### src/hdl/finite_context_model_entropy_top_macros.svh
// ---------------------------------------------------------------------------
// Assertion macros for the finite-context model entropy block.
// Shared forms for the concurrent checks of the RTL.
// ---------------------------------------------------------------------------
`ifndef FINITE_CONTEXT_MODEL_ENTROPY_TOP_MACROS_SVH
`define FINITE_CONTEXT_MODEL_ENTROPY_TOP_MACROS_SVH

// Same-cycle implication, clocked on clk and quiet during rst.
`define FCM_ASSERT_NOW(lbl, ante, cons, msg) \
  lbl: assert property (@(posedge clk) disable iff (rst) (ante) |-> (cons)) else $error(msg);

// Next-cycle implication, clocked on clk and quiet during rst.
`define FCM_ASSERT_NEXT(lbl, ante, cons, msg) \
  lbl: assert property (@(posedge clk) disable iff (rst) (ante) |=> (cons)) else $error(msg);

`endif

### src/hdl/fcm_pkg.sv
// ---------------------------------------------------------------------------
// fcm_pkg
// Shared constants, register indexes and state types of the context model.
// ---------------------------------------------------------------------------
`timescale 1ns / 1ps

package fcm_pkg;

  localparam int SYM_BITS       = 5;
  localparam int ORDER_DEF      = 2;
  localparam int ALPHABET_DEF   = 27;
  localparam int COUNT_BITS_DEF = 16;

  localparam int FRAC_BITS  = 10;
  localparam int ALPHA_FRAC = 12;
  localparam int ALPHA_W    = 16;
  localparam int INFO_W     = 16;
  localparam int SUM_W      = 40;
  localparam int SCORE_W    = 32;
  localparam int MANT_W     = 16;

  localparam int CFG_IDX_W  = 1;
  localparam int CFG_DATA_W = 16;

  localparam logic [CFG_IDX_W-1:0] REG_UPDATE_MODE = 1'b0;
  localparam logic [CFG_IDX_W-1:0] REG_ALPHA       = 1'b1;

  localparam logic [ALPHA_W-1:0] ALPHA_RESET = 16'd4096;

  typedef enum logic [2:0] {
    ST_CLEAR,
    ST_IDLE,
    ST_READ,
    ST_LOG,
    ST_FIN
  } fcm_state_t;

  typedef enum logic [1:0] {
    LG_IDLE,
    LG_NORM,
    LG_SQR
  } lg_state_t;

endpackage

### src/hdl/fcm_log2.sv
// ---------------------------------------------------------------------------
// fcm_log2
// Iterative fixed-point log2: leading-one search one bit per cycle, then
// ten squaring steps that each yield one fraction bit.
// ---------------------------------------------------------------------------
`timescale 1ns / 1ps

module fcm_log2 #(
  parameter int XW = 34
) (
  input  logic                                   clk,
  input  logic                                   rst,
  input  logic                                   start,
  input  logic [XW-1:0]                          x,
  output logic                                   busy,
  output logic [$clog2(XW)+fcm_pkg::FRAC_BITS-1:0] result
);
  import fcm_pkg::*;

  localparam int PW = $clog2(XW);

  lg_state_t          state, state_next;
  logic [XW-1:0]      xs;
  logic [PW-1:0]      p;
  logic [MANT_W-1:0]  m;
  logic [FRAC_BITS-1:0] frac;
  logic [3:0]         step;
  logic [2*MANT_W-1:0] sq;
  logic               norm_done;

  assign sq        = m * m;
  assign norm_done = xs[XW-1] || (p == '0);
  assign busy      = (state != LG_IDLE);
  assign result    = {p, frac};

  // State register.
  always_ff @(posedge clk) begin
    if (rst) begin
      state <= LG_IDLE;
    end else begin
      state <= state_next;
    end
  end

  // Next-state logic.
  always_comb begin
    state_next = state;
    unique case (state)
      LG_IDLE: if (start) state_next = LG_NORM;
      LG_NORM: if (norm_done) state_next = LG_SQR;
      LG_SQR:  if (step == 4'(FRAC_BITS - 1)) state_next = LG_IDLE;
      default: state_next = LG_IDLE;
    endcase
  end

  // Datapath: shift to the leading one, then square the mantissa.
  // The result holds while idle until the next start.
  always_ff @(posedge clk) begin
    unique case (state)
      LG_IDLE: begin
        if (start) begin
          xs   <= x;
          p    <= PW'(XW - 1);
          step <= '0;
          frac <= '0;
        end
      end
      LG_NORM: begin
        if (norm_done) begin
          m <= xs[XW-1 -: MANT_W];
        end else begin
          xs <= {xs[XW-2:0], 1'b0};
          p  <= p - 1'b1;
        end
      end
      LG_SQR: begin
        step <= step + 1'b1;
        if (sq[2*MANT_W-1]) begin
          m    <= sq[2*MANT_W-1:MANT_W];
          frac <= {frac[FRAC_BITS-2:0], 1'b1};
        end else begin
          m    <= sq[2*MANT_W-2:MANT_W-1];
          frac <= {frac[FRAC_BITS-2:0], 1'b0};
        end
      end
      default: ;
    endcase
  end

endmodule

### config.mk
export PLATFORM = sky130hd
export DESIGN_NAME = fcm_log2
export DESIGN_NICKNAME = d
export VERILOG_FILES = /design/src/hdl/finite_context_model_entropy_top_macros.svh /design/src/hdl/fcm_pkg.sv /design/src/hdl/fcm_log2.sv
export SDC_FILE = /design/constraint.sdc
export NUM_CORES = 1
export LEC_CHECK = 0
export ABC_AREA = 1
export BUFFER_PORTS_ARGS = -buffer_cell sky130_fd_sc_hd__buf_2
export CAP_MARGIN = 20
export CELL_PAD_IN_SITES_DETAIL_PLACEMENT = 2
export CELL_PAD_IN_SITES_GLOBAL_PLACEMENT = 2
export CORE_MARGIN = 2
export CORE_UTILIZATION = 30
export CTS_BUF_LIST = sky130_fd_sc_hd__clkbuf_8
export DETAILED_ROUTE_END_ITERATION = 6
export PLACE_DENSITY = 0.69
export SYNTH_ARGS = -nofsm -noshare
export SYNTH_HDL_FRONTEND = slang
export SYNTH_SLANG_ARGS = --single-unit
### constraint.sdc
create_clock -name clk -period 7.19 [get_ports clk]
set_input_delay 0 -clock clk [delete_from_list [all_inputs] [get_ports clk]]
set_output_delay 0 -clock clk [all_outputs]
set_load 0.005 [all_outputs]
==> impl_metrics.env <==
export IMPL_grt_pass1_wl_um=55580
export IMPL_area_growth_syn_to_layout_pct=12.30
export IMPL_ys_types=33
export IMPL_die_x_um=198.3
export IMPL_slew_headroom_pct=35.17
export IMPL_start_util_pct=30.30
export IMPL_fin_skew_ns=0.01725
export IMPL_postSynthAreaPerCell_um2=7.782
export IMPL_finalSetupViolations=0
export IMPL_via_per_inst=4.488
export IMPL_path_delay_family="adder cells"
export IMPL_dieArea_um2=39340
export IMPL_clockBufferDepth=2
export IMPL_finalSetupTns_ns=0
export IMPL_cts_root_buf="clkbuf_8"
export IMPL_grt_max_degree=41
export IMPL_outcome="finished, final reports clean"
export IMPL_hold_violations=0
export IMPL_drt_first_pass_iters=4
export IMPL_required_ns=7.32
export IMPL_drc=0
export IMPL_drt_iter0_drc=264
export IMPL_grt_use_total_pct=18.17
export IMPL_vias=9174
export IMPL_grt_pass1_vias=10610
export IMPL_ios=54
export IMPL_synth_cells=1456
export IMPL_clk_pin_slew_worst_paths_ns=0.10
export IMPL_die_h_um=198.3
export IMPL_startpoint_type="flop"
export IMPL_multi_input_area_um2=7503
export IMPL_ys_ff_latch=72
export IMPL_avgRoutedWirePerCell_um=16.35
export IMPL_grt_remaining_overflow=0
export IMPL_max_clock_freq_mhz=154.6
export IMPL_cts_resized=0
export IMPL_cap_violations=0
export IMPL_cts_htree_levels=3
export IMPL_finalCritPeriodShare_pct=89.96
export IMPL_regArea_um2=2142
export IMPL_clkLatencyLatePin_ns=0.38
export IMPL_totalWireLength_um=33420
export IMPL_crit_top_cell="inv_1"
export IMPL_synth_area_leader_cell="fa_1"
export IMPL_period_needed_ns=6.468
export IMPL_rows=71
export IMPL_tightest_slew_ns=0.9690
export IMPL_yosys_area_top_type_share_pct=28.45
export IMPL_fillers=4384
export IMPL_synth_area_um2=11330
export IMPL_port_buffers=53
export IMPL_yosysSeqAreaShare_pct=18.90
export IMPL_syn_nets=1760
export IMPL_cpPeakStageDelay_ns=0.78
export IMPL_synth_warnings=0
export IMPL_dp_hpwl_um=27540
export IMPL_layout_drive_gt1_share_pct=7.632
export IMPL_synth_area_leaders="fa_1 (28%), edfxtp_1 (19%), nand2_1 (14%)"
export IMPL_hp_class="input pin to flop"
export IMPL_post_cts_setup_buffer_count=0
export IMPL_rsz0062_at_grt="false"
export IMPL_final_max_slew_viol_count=0
export IMPL_clock_sinks=72
export IMPL_place_congestion=0.7997
export IMPL_antenna_found_initial=0
export IMPL_crit_type="flop to flop"
export IMPL_diodes=0
export IMPL_worstPathArrival_ns=6.60
export IMPL_critPathSlowestCell="edfxtp_1"
export IMPL_fin_util_pct=34.02
export IMPL_path_max_fanout=17
export IMPL_crit_buf_inv=8
export IMPL_end_kind="flop"
export IMPL_ant_nets=0
export IMPL_numCtsBuffers=9
export IMPL_cts_tree="built"
export IMPL_coreArea_um2=37400
export IMPL_fin_nets=1832
[layout by cell type (no fill, tap or decap)]
| cell type | synthesis | layout |
|---|---|---|
| a21oi_1 | 31 | 31 |
| nor2_2 | 1 | 3 |
| nand3_2 | 8 | 8 |
| o21bai_1 | 5 | 5 |
| nand2_4 | 2 | 2 |
| a31o_2 | 1 | 1 |
| dlygate4sd3_1 | 0 | 36 |
| or2_2 | 5 | 5 |
| inv_8 | 0 | 1 |
| nor3_1 | 9 | 9 |
| xnor2_1 | 5 | 5 |
| nand2_1 | 430 | 429 |
| clkbuf_8 | 0 | 9 |
| nand4_1 | 11 | 11 |
| a21oi_2 | 1 | 1 |
| inv_1 | 392 | 392 |
| o21ai_0 | 11 | 11 |
| and2_1 | 1 | 1 |
| buf_4 | 1 | 16 |
| nor3_2 | 2 | 2 |
| inv_2 | 3 | 3 |
| buf_16 | 0 | 1 |
| nor2_1 | 69 | 67 |
| clkinvlp_4 | 0 | 3 |
| edfxtp_1 | 70 | 70 |
| nand3_1 | 65 | 65 |
| buf_2 | 5 | 53 |
| nand2_2 | 5 | 6 |
| nand3b_1 | 2 | 2 |
| fa_1 | 161 | 161 |
| dfxtp_1 | 2 | 2 |
| xor2_1 | 12 | 12 |
| inv_6 | 0 | 3 |
| ha_1 | 106 | 106 |
| a21o_1 | 1 | 1 |
[stage by stage]
step	cell area, µm²	instances	hold WS, ns	setup WS [ns]
floorplan	11330	1456	0.06907	1.477
global placement	12150	1991	0.1799	0.8546
detailed placement	12180	1992	0.1914	0.7067
CTS	12720	2044	0.3187	0.6655
global route	12720	2044	0.3401	0.3068
finish	12720	2044	0.3372	0.7218
[cell families (layout without fill, tap and decap cells)]
| family | after synthesis | after routing | share of synthesized area, % |
|---|---|---|---|
| adders and majority gates | 267 | 267 | 40.15 |
| DFF | 72 | 72 | 18.90 |
| xor gates and xnor gates | 17 | 17 | 1.314 |
| and+or+nand+nor | 610 | 610 | 22.28 |
| AOI/OAI and AO/OA | 50 | 50 | 2.407 |
| buffers and inverters | 440 | 517 | 14.94 |
[per-layer routing]
layer	share of wire, %	track usage, %
met5	0	0
met4	1.3	3.592
met3	1.7	1.005
met2	52	33.52
met1	45	23.46
[tightest hold or removal path: cells and delay by family]
kind	cells	cell delay (ns)
compound gates	1	0.04
buf+inv	2	0.62
[layout make-up]
class | count | share of cell area, %
Sequential cell | 72 | 16.83
Tap cell | 511 | 5.025
Inverter | 395 | 11.65
Clock buffer | 9 | 0.9735
Multi-Input combinational cell | 944 | 58.97
Timing Repair Buffer | 106 | 6.077
Clock inverter | 7 | 0.4720
[registers in the layout, indices dropped and copies added (netlist names)]
signal / flops
step: 4
frac: 10
p: 6
state: 2
xs: 34
m: 16
[cells in the mapped netlist]
master and count:
xor2_1 12, buf_6 2, xnor2_1 5, nand2_2 5, dfxtp_1 2, a31o_2 1, o21bai_1 5, buf_4 1
nor2_2 1, a21oi_1 31, nand4_1 11, nand3b_1 2, clkbuf_1 32, o21ai_0 11, nand3_2 8, buf_2 5
or2_2 5, nand2_4 2, inv_1 392, buf_1 4, inv_2 3, edfxtp_1 70, nor3_2 2, a21o_1 1
and2_1 1, nand3_1 65, nor3_1 9, ha_1 106, buf_12 1, nand2_1 430, fa_1 161, a21oi_2 1
nor2_1 69
[repair_timing]
item | CTS | global route
hold endpoints to repair | 36 | 0
hold buffers | 36 | 0
endpoints found under the setup margin | 0 | 0
[final timing paths]
kind / start / end / slack, ns / cells after the start
setup / recovery: m[8] / m[13] / 0.72 / 28
hold reg to reg: xs[16] / xs[17] / 0.52 / 2
hold / removal: rst / state[1] / 0.34 / 3
setup reg to reg: m[8] / m[13] / 0.72 / 28
Power is not shown: default switching activity piles up to over one toggle a cycle in this logic, so the estimate is an artifact.
